**src/hdl/fmps_pkg.sv**
```systemverilog
// Shared types, constants and a helper function of the first-match pattern search.
package fmps_pkg;

  // Default values of the top-level parameters.
  localparam int unsigned MAX_PATTERN_DEF   = 16;
  localparam int unsigned POSITION_BITS_DEF = 16;

  // Fixed field widths.
  localparam int unsigned BYTE_W        = 8;
  localparam int unsigned LENGTH_W      = 5;
  localparam int unsigned CFG_DATA_W    = 64;
  localparam int unsigned CFG_INDEX_W   = 2;
  localparam int unsigned PATTERN_BYTES = 16;
  localparam int unsigned PATTERN_W     = PATTERN_BYTES * BYTE_W;
  localparam int unsigned OFFSET_W      = 16;

  // Configuration register indexes.
  localparam logic [CFG_INDEX_W-1:0] CFG_PATTERN_LENGTH = 2'd0;
  localparam logic [CFG_INDEX_W-1:0] CFG_CASE_SENSITIVE = 2'd1;
  localparam logic [CFG_INDEX_W-1:0] CFG_PATTERN_LOW    = 2'd2;
  localparam logic [CFG_INDEX_W-1:0] CFG_PATTERN_HIGH   = 2'd3;

  // ASCII letter bounds used by case folding.
  localparam logic [BYTE_W-1:0] CHAR_UPPER_A = 8'h41;
  localparam logic [BYTE_W-1:0] CHAR_UPPER_Z = 8'h5A;
  localparam logic [BYTE_W-1:0] CHAR_LOWER_A = 8'h61;
  localparam logic [BYTE_W-1:0] CHAR_LOWER_Z = 8'h7A;
  localparam logic [BYTE_W-1:0] CASE_DIFF    = CHAR_LOWER_A - CHAR_UPPER_A;

  // Current configuration as seen by the datapath.
  typedef struct packed {
    logic [LENGTH_W-1:0]  pattern_length;
    logic                 case_sensitive;
    logic [PATTERN_W-1:0] pattern;
  } cfg_t;

  // Maps an upper-case ASCII letter to lower case and leaves other bytes alone.
  function automatic logic [BYTE_W-1:0] fold_case(input logic [BYTE_W-1:0] c);
    logic [BYTE_W-1:0] r;
    r = c;
    if (c >= CHAR_UPPER_A && c <= CHAR_UPPER_Z) begin
      r = c + CASE_DIFF;
    end
    return r;
  endfunction

endpackage

```
**src/hdl/fmps_cfg.sv**
```systemverilog
// Configuration registers of the pattern search, written through a plain write port.
module fmps_cfg (
  input  logic                                  clk_i,
  input  logic                                  rst_ni,
  input  logic                                  cfg_we_i,
  input  logic [fmps_pkg::CFG_INDEX_W-1:0]      cfg_index_i,
  input  logic [fmps_pkg::CFG_DATA_W-1:0]       cfg_data_i,
  output fmps_pkg::cfg_t                        cfg_o
);
  import fmps_pkg::*;

  cfg_t cfg_q, cfg_d;

  always_comb begin
    cfg_d = cfg_q;
    if (cfg_we_i) begin
      unique case (cfg_index_i)
        CFG_PATTERN_LENGTH: cfg_d.pattern_length = cfg_data_i[LENGTH_W-1:0];
        CFG_CASE_SENSITIVE: cfg_d.case_sensitive = cfg_data_i[0];
        CFG_PATTERN_LOW:    cfg_d.pattern[CFG_DATA_W-1:0] = cfg_data_i;
        CFG_PATTERN_HIGH:   cfg_d.pattern[PATTERN_W-1:CFG_DATA_W] = cfg_data_i;
        default:            cfg_d = cfg_q;
      endcase
    end
  end

  always_ff @(posedge clk_i or negedge rst_ni) begin
    if (!rst_ni) begin
      cfg_q.pattern_length <= '0;
      cfg_q.case_sensitive <= 1'b1;
      cfg_q.pattern        <= '0;
    end else begin
      cfg_q <= cfg_d;
    end
  end

  assign cfg_o = cfg_q;

endmodule

```
**src/hdl/fmps_match.sv**
```systemverilog
// Window of recent bytes and the parallel comparison against the pattern.
module fmps_match #(
  parameter int unsigned MAX_PATTERN = fmps_pkg::MAX_PATTERN_DEF,
  parameter int unsigned LEN_W       = $clog2(MAX_PATTERN + 1)
) (
  input  logic                          clk_i,
  input  logic                          shift_i,
  input  logic [fmps_pkg::BYTE_W-1:0]   cur_byte_i,
  input  fmps_pkg::cfg_t                cfg_i,
  output logic [LEN_W-1:0]              eff_len_o,
  output logic                          all_match_o
);
  import fmps_pkg::*;

  localparam int unsigned WIN_D = (MAX_PATTERN > 1) ? MAX_PATTERN - 1 : 1;
  localparam int unsigned IDX_W = (MAX_PATTERN > 1) ? $clog2(MAX_PATTERN) : 1;

  logic [BYTE_W-1:0] win_q [WIN_D];
  logic [BYTE_W-1:0] seq   [MAX_PATTERN];
  logic [LEN_W-1:0]  eff_len;

  // Shift line: entry 0 holds the newest byte before the current one.
  always_ff @(posedge clk_i) begin
    if (shift_i) begin
      win_q[0] <= cur_byte_i;
      for (int i = 1; i < WIN_D; i++) begin
        win_q[i] <= win_q[i-1];
      end
    end
  end

  // seq[j] is the byte j places back from the current one.
  assign seq[0] = cur_byte_i;
  for (genvar j = 1; j < MAX_PATTERN; j++) begin : g_seq
    assign seq[j] = win_q[j-1];
  end

  // Lengths beyond the pattern store are cut to its size.
  always_comb begin
    if (cfg_i.pattern_length > LENGTH_W'(MAX_PATTERN)) begin
      eff_len = LEN_W'(MAX_PATTERN);
    end else begin
      eff_len = LEN_W'(cfg_i.pattern_length);
    end
  end

  // Pattern byte k lines up with the byte (len - 1 - k) places back.
  always_comb begin
    logic [LEN_W-1:0]  age;
    logic [BYTE_W-1:0] b;
    logic [BYTE_W-1:0] p;
    all_match_o = 1'b1;
    for (int k = 0; k < MAX_PATTERN; k++) begin
      age = eff_len - LEN_W'(1) - LEN_W'(k);
      b   = seq[age[IDX_W-1:0]];
      p   = cfg_i.pattern[BYTE_W*k +: BYTE_W];
      if (!cfg_i.case_sensitive) begin
        b = fold_case(b);
        p = fold_case(p);
      end
      if (LEN_W'(k) < eff_len && b != p) begin
        all_match_o = 1'b0;
      end
    end
  end

  assign eff_len_o = eff_len;

endmodule

```
**src/hdl/first_match_pattern_search.sv**
```systemverilog
// Top level of the first-match pattern search over a byte stream.
// A result is computed from the byte in the input register and loaded into the result
// register when that byte leaves the input stage; found_o and match_offset_o come from it.
// Throughput: one byte per cycle; all pattern comparisons run in parallel between the
// input register and the result register, so the input stalls only when the result waits.
// Reset: control state clears, pattern_length resets to 0, case_sensitive to 1, pattern to 0.
module first_match_pattern_search #(
  parameter int unsigned MAX_PATTERN   = fmps_pkg::MAX_PATTERN_DEF,
  parameter int unsigned POSITION_BITS = fmps_pkg::POSITION_BITS_DEF
) (
  input  logic                               clk_i,
  input  logic                               rst_ni,
  // Configuration write port.
  input  logic                               cfg_we_i,
  input  logic [fmps_pkg::CFG_INDEX_W-1:0]   cfg_index_i,
  input  logic [fmps_pkg::CFG_DATA_W-1:0]    cfg_data_i,
  // Input channel: one byte of the searched buffer per item.
  input  logic                               in_valid_i,
  output logic                               in_stall_o,
  input  logic [fmps_pkg::BYTE_W-1:0]        data_byte_i,
  input  logic                               end_of_buffer_i,
  // Result channel: at most one item per buffer.
  output logic                               out_valid_o,
  input  logic                               out_stall_i,
  output logic                               found_o,
  output logic [fmps_pkg::OFFSET_W-1:0]      match_offset_o
);
  import fmps_pkg::*;

  localparam int unsigned LEN_W = $clog2(MAX_PATTERN + 1);
  localparam int unsigned PW1   = POSITION_BITS + 1;
  localparam int unsigned OFF_W = (PW1 > OFFSET_W + 1) ? PW1 : OFFSET_W + 1;

  cfg_t cfg;

  // Input register stage.
  logic              s1_valid_q, s1_valid_d;
  logic [BYTE_W-1:0] s1_byte_q;
  logic              s1_last_q;

  // Per-buffer state.
  logic [POSITION_BITS-1:0] pos_q, pos_d;
  logic                     reported_q, reported_d;

  // Result register.
  logic                out_valid_q, out_valid_d;
  logic                found_q, found_d;
  logic [OFFSET_W-1:0] offset_q, offset_d;

  logic             accept_in;
  logic             advance;
  logic [LEN_W-1:0] eff_len;
  logic             all_match;
  logic             enough;
  logic             hit;
  logic             emit;
  logic [PW1-1:0]   pos_p1;
  logic [PW1-1:0]   off_raw;
  logic [OFF_W-1:0] off_wide;
  logic [OFFSET_W-1:0] off_sat;

  fmps_cfg u_cfg (
    .clk_i       (clk_i),
    .rst_ni      (rst_ni),
    .cfg_we_i    (cfg_we_i),
    .cfg_index_i (cfg_index_i),
    .cfg_data_i  (cfg_data_i),
    .cfg_o       (cfg)
  );

  // The window shifts on every byte that leaves the input stage, except a buffer's
  // last byte: after it the position is zero, so stale entries are never looked at.
  fmps_match #(
    .MAX_PATTERN (MAX_PATTERN)
  ) u_match (
    .clk_i       (clk_i),
    .shift_i     (advance && !s1_last_q),
    .cur_byte_i  (s1_byte_q),
    .cfg_i       (cfg),
    .eff_len_o   (eff_len),
    .all_match_o (all_match)
  );

  // The byte in the input stage moves on whenever the result register is free or
  // being emptied in the same cycle; a new item may enter behind it at once.
  assign advance    = s1_valid_q && (!out_valid_q || !out_stall_i);
  assign in_stall_o = s1_valid_q && !advance;
  assign accept_in  = in_valid_i && !in_stall_o;

  // A match needs at least pattern-length bytes of this buffer, counting the current one.
  assign pos_p1 = PW1'(pos_q) + PW1'(1);
  assign enough = pos_p1 >= PW1'(eff_len);
  assign hit    = enough && all_match;
  assign emit   = !reported_q && (hit || s1_last_q);

  // Offset of the first matching byte; an empty pattern matches at the current position.
  always_comb begin
    if (eff_len == '0) begin
      off_raw = PW1'(pos_q);
    end else begin
      off_raw = pos_p1 - PW1'(eff_len);
    end
    off_wide = OFF_W'(off_raw);
    if (off_wide[OFF_W-1:OFFSET_W] != '0) begin
      off_sat = '1;
    end else begin
      off_sat = off_wide[OFFSET_W-1:0];
    end
  end

  always_comb begin
    s1_valid_d = s1_valid_q;
    if (accept_in) begin
      s1_valid_d = 1'b1;
    end else if (advance) begin
      s1_valid_d = 1'b0;
    end
  end

  // The position counter saturates; a buffer's last byte clears it for the next buffer.
  always_comb begin
    pos_d      = pos_q;
    reported_d = reported_q;
    if (advance) begin
      if (s1_last_q) begin
        pos_d      = '0;
        reported_d = 1'b0;
      end else begin
        if (pos_q != '1) begin
          pos_d = pos_q + POSITION_BITS'(1);
        end
        if (emit) begin
          reported_d = 1'b1;
        end
      end
    end
  end

  always_comb begin
    out_valid_d = out_valid_q;
    found_d     = found_q;
    offset_d    = offset_q;
    if (advance && emit) begin
      out_valid_d = 1'b1;
      found_d     = hit;
      offset_d    = hit ? off_sat : '0;
    end else if (!out_stall_i) begin
      out_valid_d = 1'b0;
    end
  end

  always_ff @(posedge clk_i or negedge rst_ni) begin
    if (!rst_ni) begin
      s1_valid_q  <= 1'b0;
      pos_q       <= '0;
      reported_q  <= 1'b0;
      out_valid_q <= 1'b0;
    end else begin
      s1_valid_q  <= s1_valid_d;
      pos_q       <= pos_d;
      reported_q  <= reported_d;
      out_valid_q <= out_valid_d;
    end
  end

  // Payload registers carry no reset.
  always_ff @(posedge clk_i) begin
    if (accept_in) begin
      s1_byte_q <= data_byte_i;
      s1_last_q <= end_of_buffer_i;
    end
    found_q  <= found_d;
    offset_q <= offset_d;
  end

  assign out_valid_o    = out_valid_q;
  assign found_o        = found_q;
  assign match_offset_o = offset_q;

endmodule

```
**config.mk**
```make
export PLATFORM = sky130hd
export DESIGN_NAME = first_match_pattern_search
export DESIGN_NICKNAME = d
export VERILOG_FILES = /design/src/hdl/fmps_pkg.sv /design/src/hdl/fmps_cfg.sv /design/src/hdl/fmps_match.sv /design/src/hdl/first_match_pattern_search.sv
export SDC_FILE = /design/constraint.sdc
export NUM_CORES = 1
export LEC_CHECK = 0
export BUFFER_PORTS_ARGS = -buffer_cell sky130_fd_sc_hd__buf_4
export CAP_MARGIN = 10
export CORE_UTILIZATION = 40
export CTS_CLUSTER_DIAMETER = 200
export DETAILED_ROUTE_END_ITERATION = 6
export GPL_ROUTABILITY_DRIVEN = 1
export GPL_TIMING_DRIVEN = 1
export PLACE_DENSITY = 0.67
export SLEW_MARGIN = 20
export SYNTH_ARGS = -nofsm -noshare
export SYNTH_HDL_FRONTEND = slang
export SYNTH_SLANG_ARGS = --single-unit
```
**constraint.sdc**
```tcl
create_clock -name clk_i -period 9.5 [get_ports clk_i]
set_clock_uncertainty 0.05 [all_clocks]
set_input_delay 0.475 -clock clk_i [delete_from_list [all_inputs] [get_ports clk_i]]
set_output_delay 0.475 -clock clk_i [all_outputs]
set_load 0.02 [all_outputs]
```
# Word level (Yosys, flattened, before mapping)
# Memory sizes are Yosys's and may differ from the RTL's.
# Index checks and enable logic that the tools add are counted.
# word_totals
ramBits,120
word_cells,414
in_bits,80
rom_bits,0
output_inout_bits,19
register_bits,179
latchBits,0
n_memories,1
# classes
n_mux,141
eq_ne,21
order_cmp,98
add_sub_neg,51
n_shift,0
reduce_logical,74
bitwise,16
n_mul,0
div,0
# mem_list
name,words,word_bits,read_ports,rd_ports_with_merged_regs,write_ports,line_no,text
u_match.win_q,15,8,15,0,15,fmps_match.sv:18,logic [BYTE_W-1:0] win_q [WIN_D];
# op_table
cell,count
2-to-1 mux 8 bit,96
binary-select mux 8 bit (select 4 bit),16
adder 8 x 6 -> 8 bit (second input constant),32
greater-or-equal comparator 8 x 7 -> 1 bit (second input constant),32
<= comparator 8 x 7 -> 1 bit (second input constant),32
!= test 8 bit,16
greater-or-equal comparator 5 bit (second input constant),16
inverter 4 -> 5 bit,16
logical AND 1 bit,55
2-to-1 mux 16 bit,3
less-than comparator 4 x 5 -> 1 bit (first input constant),8
subtractor 4 bit (second input constant),8
2-to-1 mux 1 bit,24
less-than comparator 3 x 5 -> 1 bit (first input constant),4
adder 16 x 1 -> 17 bit (second input constant),1
greater-or-equal comparator 17 x 5 -> 1 bit,1
2-to-1 mux 17 bit,1
subtractor 17 x 5 -> 17 bit,1
adder 16 x 1 -> 16 bit (second input constant),1
!= test 16 bit (second input constant),1
subtractor 4 x 3 -> 4 bit (second input constant),4
AND reduction 2 bit,6
less-than comparator 1 x 5 -> 1 bit (first input constant),2
less-than comparator 2 x 5 -> 1 bit (first input constant),2
12 further kinds,23

# Longest topological paths before layout
# Gate-level depths: netlist of the first run.
# logic_depth
ltp_word,34
ltp_mapped,34
mapped_depth_nobuf,22

# Hierarchy
# Synthesis of the first run repeated with hierarchy kept, for this count alone.
# unflattened
cells_unflattened,2056
hier_area_um2,23830.4
# modules_own_cells
mod,seq_area_each_um2,cells_per_inst,area_each_um2,n_inst
fmps_match,3603.5,1453,15786.4,1
fmps_cfg,3354.5,285,5006.1,1
first_match_pattern_search,1256.2,318,3037.9,1

# Worst setup path before layout of the first run
# Ideal clock, no wire load.
# synth_path
path_type,reg2reg
startpoint,"register u_cfg.cfg_q, in the netlist u_cfg.cfg_o[130]"
endpoint,register found_q (netlist: found_o) (enable)
synth_period_minus_slack_ns,8.374
arrival_time_ns,7.934
t_required_ns,9.060
setup_time_ns,0.390
stages_incl_launch_ff,31
path_slack_ns,1.126
path_buffers,13
cell_sequence,dfrtp_1 -> buf_2 -> nor2b_1 -> buf_2 -> inv_1 -> clkbuf_1 -> buf_1 -> buf_1 -> ha_1 -> clkbuf_1 -> inv_1 -> clkbuf_1 -> buf_1 -> clkbuf_1 -> ha_1 -> or4_1 -> buf_2 -> and2_1 -> buf_6 -> clkbuf_1 -> mux4_2 -> mux2i_1 -> ha_1 -> o31ai_1 -> xor2_1 -> nor4_1 -> nand4b_1 -> o21ai_0 -> nand4_1 -> buf_6 -> a211oi_2
# synth_between
elab_chain_cells,33
elab_cells_between_ends,247
cone_classes,add/sub: 32; order compare: 50; eq/ne: 16; mux: 97; bitwise: 16; reduce/logical: 36
# synth_lines
element,line_no,text
start: declaration,fmps_cfg.sv:12,"cfg_t cfg_q, cfg_d;"
start signal: assignment,fmps_cfg.sv:33,cfg_q <= cfg_d;
> comparator 5 bit,fmps_match.sv:40,if (cfg_i.pattern_length > LENGTH_W'(MAX_PATTERN)) begin
2-to-1 mux 5 bit *,fmps_match.sv:40,
subtractor 4 x 1 -> 4 bit,fmps_match.sv:54,age = eff_len - LEN_W'(1) - LEN_W'(k);
subtractor 4 x 1 -> 4 bit or inverter 4 -> 5 bit (tied branches),"fmps_match.sv:54, fmps_match.sv:55",
inverter 4 -> 5 bit (implied by the code) or binary-select mux 8 bit (select 4 bit) (tied branches),fmps_match.sv:55,b = seq[age[IDX_W-1:0]];
binary-select mux 8 bit (select 4 bit) or 2-to-1 mux 8 bit (tied branches),fmps_match.sv:55,
2-to-1 mux 8 bit (implied by the code),fmps_match.sv:55,
"2-to-1 mux 8 bit (implied by the code), or another cell as far along",fmps_match.sv:55,
[3 not listed],--,
2-to-1 mux 8 bit or != test 8 bit (tied branches),"fmps_match.sv:57, fmps_match.sv:61",
!= test 8 bit or logical AND 1 bit (tied branches),fmps_match.sv:61,if (LEN_W'(k) < eff_len && b != p) begin
logical AND 1 bit or 2-to-1 mux 1 bit (tied branches),fmps_match.sv:61,
2-to-1 mux 1 bit (15 in series),fmps_match.sv:61,
logical AND 1 bit *,first_match_pattern_search.sv:93,assign hit = enough && all_match;
logical OR 1 bit *,first_match_pattern_search.sv:94,assign emit = !reported_q && (hit || s1_last_q);
logical AND 1 bit *,first_match_pattern_search.sv:94,
logical AND 1 bit *,first_match_pattern_search.sv:143,if (advance && emit) begin
end signal: assignment,first_match_pattern_search.sv:172,found_q <= found_d;
end: declaration,first_match_pattern_search.sv:47,"logic found_q, found_d;"
# Mark *: on every way between the ends. The rest lies on a longest branch, timed or not. The select of a mux whose other input is x is not followed.
# A chain may end at the register's enable or synchronous reset.

# Worst setup path after layout of the first run
# layout_path
startpoint,"register u_cfg.cfg_q, in the netlist u_cfg.cfg_o[130]"
endpoint,register offset_q[12] (netlist: match_offset_o[12]) (enable)
# layout_between
elab_chain_cells,33
elab_cells_between_ends,247
cone_classes,add/sub: 32; order compare: 50; eq/ne: 16; mux: 97; bitwise: 16; reduce/logical: 36
# layout_lines
element,line_no,text
> comparator 5 bit,fmps_match.sv:40,
2-to-1 mux 5 bit *,fmps_match.sv:40,
subtractor 4 x 1 -> 4 bit,fmps_match.sv:54,
subtractor 4 x 1 -> 4 bit or inverter 4 -> 5 bit (tied branches),"fmps_match.sv:54, fmps_match.sv:55",
inverter 4 -> 5 bit (implied by the code) or binary-select mux 8 bit (select 4 bit) (tied branches),fmps_match.sv:55,
binary-select mux 8 bit (select 4 bit) or 2-to-1 mux 8 bit (tied branches),fmps_match.sv:55,
2-to-1 mux 8 bit (implied by the code),fmps_match.sv:55,
"2-to-1 mux 8 bit (implied by the code), or another cell as far along",fmps_match.sv:55,
[3 not listed],--,
2-to-1 mux 8 bit or != test 8 bit (tied branches),"fmps_match.sv:57, fmps_match.sv:61",
!= test 8 bit or logical AND 1 bit (tied branches),fmps_match.sv:61,
logical AND 1 bit or 2-to-1 mux 1 bit (tied branches),fmps_match.sv:61,
2-to-1 mux 1 bit (15 in series),fmps_match.sv:61,
logical AND 1 bit *,first_match_pattern_search.sv:93,
logical OR 1 bit *,first_match_pattern_search.sv:94,
logical AND 1 bit *,first_match_pattern_search.sv:94,
logical AND 1 bit *,first_match_pattern_search.sv:143,
end signal: assignment,first_match_pattern_search.sv:173,offset_q <= offset_d;
end: declaration,first_match_pattern_search.sv:48,"logic [OFFSET_W-1:0] offset_q, offset_d;"
# Marks and branches as above.

==> impl_metrics.yaml, run 1 <==
drt:
  dr.pass1.iters: 6
  dr.first_iter.drc_count: 2321
  finalWirelength_um: 87490
  via_per_inst: 6.540
  post_drt_wl_per_cell_um: 27.35
  drtAntennaViolNets: 0
  drc_errors: 0
  dr_total_vias: 20920
yosys:
  netlist_instances: 2351
  synth-async-reset-ratio_pct: 51.17
  ys.flop_type: "dfrtp_1"
  synth_area_per_cell_um2: 10.41
  synth_seq_cells: 299
  synthesis.area_um2: 24480
  synth_edf_count: 146
  synthDistinctLibCells: 89
  seq_area_frac_synth_pct: 33.55
  yosysWarningCount: 0
  synth_nets: 2478
power_and_ir_drop:
  power_density_nw_per_um2: 294.9
  worst_ir_drop_vdd_mv: 0.1496
  p_leak_uw: 0.01065
placement:
  placed_cells: 3131
  gp_congestion: 1.044
  portBuffers: 98
  dpl.hpwl_um: 64810
final_layout:
  fillers: 5582
  drive_gt1_share_pct: 21.35
  final_cells: 3199
  final_core_util_pct: 45.09
  layout.nets: 2516
  multi_input_area_um2: 15590
  seqCellArea_um2: 8219
  n_antenna_cell: 0
  area_delta_synth_final_pct: 11.37
timing:
  max_freq_mhz: 130.2
  final_hold_viol_count: 0
  worst-slew-pin-transition_ns: 1.178
  tns_ns: 0
  drv_slew: 0
  setup_violations: 0
  rsz0062_at_grt: "no"
  fin_crit_sh_pct: 80.87
  min_period_ns: 7.683
  relSlewSlack_pct: 20.77
clock_network:
  cts_resized: 0
  h-tree-depth: 2
  clkLatencyLatePin_ns: 0.58
  clock_sinks: 299
  root_buffer: "clkbuf_16"
  numCtsBuffers: 37
  cts_buffer_depth: 3
  clk_transition_reported_paths_ns: 0.06
  tritoncts: "built"
worst_setup_path:
  required_ns: 9.70
  endpoint_kind: "flop"
  start_kind: "flop"
  arrival_ns: 7.89
  crit_type: "reg -> reg"
  path_max_fanout: 42
global_routing:
  grt_max_degree: 92
  antenna_found_initial: 1
  grt_pass1_wl_um: 130700
  grt_overflow: 0
  grt_pass1_vias: 19940
  grt_usage_pct: 27.62
die:
  die_w_um: 249.4
  dieArea_um2: 62200
  die_y_um: 249.4
  rows: 90
  ios: 99
  start_util_pct: 40.49
  fp.coreArea_um2: 60470
run:
  maxCapViolCount: 0
outcome:
  outcome: "finished, final reports clean"
min_path:
  worstHoldPathType: "in -> reg"
[stage by stage]
step	power (µW)	hold WS [ns]	cell area [µm²]	setup slack (ns)
2_1_floorplan	5160	0.1294	24480	1.126
3_3_place_gp	6365	0.4669	26010	2.082
3_5_place_dp	6479	0.4731	26020	2.023
4_1_cts	7982	0.01322	27270	1.986
5_1_grt	8482	0.02460	27270	1.529
6_report	8042	0.03849	27270	1.817
[what timing repair did]
item,4_1_cts,5_1_grt
hold buffers,1,0
endpoints found under the hold margin,62,0
setup buffers,0,0
[cell usage in the layout (no fill, tap or decap), types with 20 or more instances in the layout]
cell type / netlist / layout
ha_1: 46 / 45
nor3_1: 45 / 44
nor3b_1: 28 / 26
mux2i_1: 291 / 291
xnor2_1: 79 / 75
nor2b_1: 28 / 26
mux4_2: 92 / 92
or3_1: 20 / 20
dfrtp_1: 152 / 150
a21oi_1: 62 / 62
clkbuf_16: 0 / 41
mux2_2: 168 / 168
a211oi_1: 29 / 29
a21o_1: 22 / 22
a31oi_1: 35 / 35
nand4_1: 27 / 27
inv_1: 33 / 31
edfxtp_1: 146 / 146
nor2_1: 125 / 125
buf_4: 3 / 141
o31ai_1: 23 / 23
nand3_1: 109 / 108
nand2_1: 159 / 159
o21ai_0: 88 / 88
xor2_1: 74 / 74
[final cells by class]
type                            count  share of cell area, %
Clock buffer                       48                  3.932
Clock inverter                     19                 0.6149
Timing Repair Buffer              143                  3.960
Tap cell                          782                  3.588
Multi-Input combinational cell   1866                  57.16
Inverter                           42                 0.5965
Sequential cell                   299                  30.14
[critical path: stages, from the launching register on]
cell,delay [ns]
dfrtp_4,0.61
nor2b_4,0.18
inv_1,0.09
buf_4,0.49
ha_2,0.45
inv_2,0.09
buf_4,0.54
ha_1,0.43
inv_2,0.39
mux4_2,0.62
mux2i_1,0.32
o2111ai_1,0.16
o221ai_1,0.13
o31ai_1,0.15
xor2_1,0.16
nor4_1,0.87
nand4b_1,0.19
o21ai_0,0.46
nand4_1,0.15
buf_4,0.26
a211oi_2,0.25
buf_4,0.27
[where the power goes]
| part | switching, µW | internal, µW | total [µW] | leakage (µW) |
|---|---|---|---|---|
| combinational | 2880 | 1960 | 4840 | 0.00684 |
| clock | 617 | 857 | 1470 | 0.000603 |
| sequential | 210 | 1520 | 1730 | 0.00321 |
[flip-flops by register name, indices dropped and copies added, names as in the netlist]
signal          count
out_valid_o         1
u_cfg.cfg_o       134
s1_valid_q          1
pos_q              16
u_match.win_q     120
found_o             1
s1_byte_q           8
reported_q          1
s1_last_q           1
match_offset_o     16
[Yosys cell counts, types with 29 or more instances]
library cell,n,area [µm²]
inv_1,33,123.9
mux2i_1,291,2913
nand2_1,159,596.8
mux2_2,168,1892
ha_1,46,575.6
nor2_1,125,469.2
edfxtp_1,146,4384
xor2_1,74,648.1
mux4_2,92,2072
xnor2_1,79,691.9
dfrtp_1,152,3804
a211oi_1,29,217.7
clkbuf_1,81,304.0
a21oi_1,62,310.3
buf_2,34,170.2
a31oi_1,35,219.0
nand3_1,109,545.5
nor3_1,45,225.2
o21ai_0,88,440.4
[kinds of logic (layout without fill, tap and decap cells)]
group,Yosys count,after routing,synth area share (%)
AO/OA/AOI/OAI,458,458,13.31
XOR/XNOR,156,156,5.759
adder cells (fa/ha/maj),47,47,2.433
buffers and inverters,186,252,3.163
flip-flops,299,299,33.55
multiplexers,552,552,28.13
AND/OR/NAND/NOR,653,653,13.65
[layer usage]
metal  routed length (µm)  up-vias  global-route usage (%)  part of all wire (%)
li1                     -     9175                       -                     -
met4                 4552        0                   13.21                   5.2
met2                38140     1100                   41.38                    44
met5                    0        -                       0                     0
met3                 8640      205                   6.717                   9.9
met1                36160    10440                   37.38                    41
[worst paths after layout]
kind / start / end / slack [ns] / cells after the start
worst max-delay path: u_cfg.cfg_o[130] / match_offset_o[12] / 1.82 / 21
worst min-delay path: data_byte_i[0] / s1_byte_q[0] / 0.04 / 1
worst max register to register: u_cfg.cfg_o[130] / match_offset_o[12] / 1.82 / 21
worst min register to register: u_match.win_q[0][50] / u_match.win_q[0][58] / 0.48 / 0
max in group asynchronous: rst_ni / u_cfg.cfg_o[133] / 7.45 / 3
min in group asynchronous: rst_ni / u_cfg.cfg_o[73] / 0.49 / 2
Note: power is estimated with default switching activity, not from simulation.
==> run 2, diff against run 1 <==
- ABC_AREA: not set -> 1
- PLACE_DENSITY: 0.67 -> 0.69
- clock period: 9.5 -> 6.48 ns (I/O delays scaled with it)
==> run 2 against run 1 <==
Against the previous run:
- the run now ends with DRC left
- sequential power grew 42%
- design area is 0.73% lower
- register-to-register slack lost 1.0 ns
- first-iteration DRC count increased by 33%
==> impl_metrics.yaml, run 2 <==
global_routing:
  grt_overflow: 0
  grt_pass1_vias: 21820
  antenna_found_initial: 0
  grt_usage_pct: 26.83
  grt_max_degree: 184
  grt_pass1_wl_um: 125900
timing:
  holdWs_ns: 0.006008
  min_period_ns: 5.696
  relSlewSlack_pct: 35.54
  worst-slew-pin-transition_ns: 0.9647
  setup_ws_ns: 0.7837
  drv_slew: 0
  tns_ns: 0
  final_hold_viol_count: 0
  rsz0062_at_grt: "no"
  max_freq_mhz: 175.6
  fin_crit_sh_pct: 87.91
  setup_violations: 0
yosys:
  synthDistinctLibCells: 50
  synth-async-reset-ratio_pct: 51.17
  synth_nets: 3853
  synth_seq_cells: 299
  netlist_instances: 3726
  ys.flop_type: "dfrtp_1"
  synth_edf_count: 146
  yosysMostFrequentCell: "nand2_1"
  synth_common_cells: "nand2_1, nand3_1, inv_1"
  synth_top_area_share_pct: 22.25
  synthesis.area_um2: 23830
  synth_area_per_cell_um2: 6.397
  netlist_top_cells_area: "nand2_1, edfxtp_1, dfrtp_1"
  seq_area_frac_synth_pct: 34.46
  yosysWarningCount: 0
  yosys.area.top_type: "nand2_1"
clock_network:
  clkLatencyLatePin_ns: 0.60
  numCtsBuffers: 37
  cts_resized: 0
  clk_transition_reported_paths_ns: 0.07
  cts_buffer_depth: 3
  h-tree-depth: 2
  post_cts_buffers: 0
  tritoncts: "built"
  root_buffer: "clkbuf_16"
  postCtsHoldBufs: 70
  clock_sinks: 299
placement:
  gp_congestion: 1.090
  placed_cells: 4478
  dp_slack_ns: 0.9273
  dpl.hpwl_um: 63300
  portBuffers: 98
final_layout:
  multi_input_area_um2: 13440
  final_cells: 4616
  seqCellArea_um2: 8214
  final_cell_mix: "nand2_1, nand3_1, inv_1"
  drive_gt1_share_pct: 6.740
  largest_reg_flops: 134
  n_antenna_cell: 0
  area_delta_synth_final_pct: 13.57
  fillers: 6102
  layout.nets: 3941
  final_common_cell: "nand2_1"
worst_setup_path:
  required_ns: 6.65
  crit_type: "reg -> reg"
  critPathSlowestCell: "ha_1"
  reg2reg_slack_ns: 0.78
  path_max_fanout: 18
  rr_startpoint: "u_cfg.cfg_o[133]"
  startpoint: "u_cfg.cfg_o[133]"
  critPathMaxStageDelay_ns: 0.69
  cp_common_cell: "nand2_1"
  endpoint_kind: "flop"
  arrival_ns: 5.86
  regToRegEndpoint: "match_offset_o[4]"
  crit_path_end: "match_offset_o[4]"
  rr_worst_depth: 28
  start_kind: "flop"
die:
  ios: 99
  start_util_pct: 40.46
  fp.coreArea_um2: 58910
  dieArea_um2: 60570
  rows: 89
  die_y_um: 246.1
  die_w_um: 246.1
drt:
  drtAntennaViolNets: 0
  dr_total_vias: 24880
  post_drt_wl_per_cell_um: 17.87
  drc_errors: 5
  dr.first_iter.drc_count: 3079
  finalWirelength_um: 82490
  dr.pass1.iters: 7
  via_per_inst: 5.390
run:
  maxCapViolCount: 0
outcome:
  outcome: "complete, but fails checks"
  violations: "DRC"
min_path:
  worstHoldPathType: "in -> reg"
  hold-path-cell-count: 3
power_and_ir_drop:
  power_density_nw_per_um2: 401.7
  worst_ir_drop_vdd_mv: 0.2469
  p_leak_uw: 0.01371
run 2: per-layer routing:
metal	wire length (µm)	up-vias	track usage, %	part of all wire [%]
met5	0	-	0	0
met4	3607	0	11.51	4.4
met3	6996	152	4.586	8.5
li1	-	12290	-	-
met1	36260	11390	37.14	44
met2	35630	1053	40.94	43
run 2: cells by family after synthesis:
kind of cell,after synthesis,share of synthesized area (%)
and+or+nand+nor,2428,43.65
buffers and inverters,562,9.365
AOI/OAI and AO/OA,313,7.066
DFF,299,34.46
xor gates and xnor gates,77,2.956
adders and majority gates,47,2.499
run 2: how the worst min path moves through the flow:
stage	start	to	slack [ns]
5_1_grt	cfg_data_i[43]	u_cfg.cfg_o[107]	0.007
6_report	cfg_data_i[43]	u_cfg.cfg_o[107]	0.006
3_5_place_dp	u_match.win_q[0][13]	u_match.win_q[0][21]	0.38
2_1_floorplan	rst_ni	out_valid_o	-0.02
4_1_cts	cfg_data_i[43]	u_cfg.cfg_o[107]	0.002
3_3_place_gp	u_match.win_q[0][37]	u_match.win_q[0][45]	0.38
run 2: per-stage QoR:
stage               util [%]  cell area (µm²)  total power [µW]
floorplan                  -            23840              6967
global placement       42.72            25160              8579
detailed placement     42.72            25160              8626
CTS                    45.95            27070             10770
global route           45.95            27070             11720
finish                 45.95            27070             10870
run 2: cell type report:
class                           count  area share, %
Multi-Input combinational cell   2865          49.66
Sequential cell                   299          30.35
Timing Repair Buffer              197          6.217
Inverter                          414          5.750
Clock buffer                       47          3.707
Tap cell                          773          3.573
Clock inverter                     21         0.7442
run 2: critical path: cells and delay by family (launching register included):
kind	cells	cell delay, ns
AND/OR/NAND/NOR	18	2.05
buffers and inverters	7	1.35
flip-flops	1	0.67
adder cells (fa/ha/maj)	3	1.18
run 2: where the power goes:
part | switching, µW | internal, µW
Clock | 916 | 1160
Combinational | 4430 | 1920
Sequential | 227 | 2220
Total | 5570 | 5300
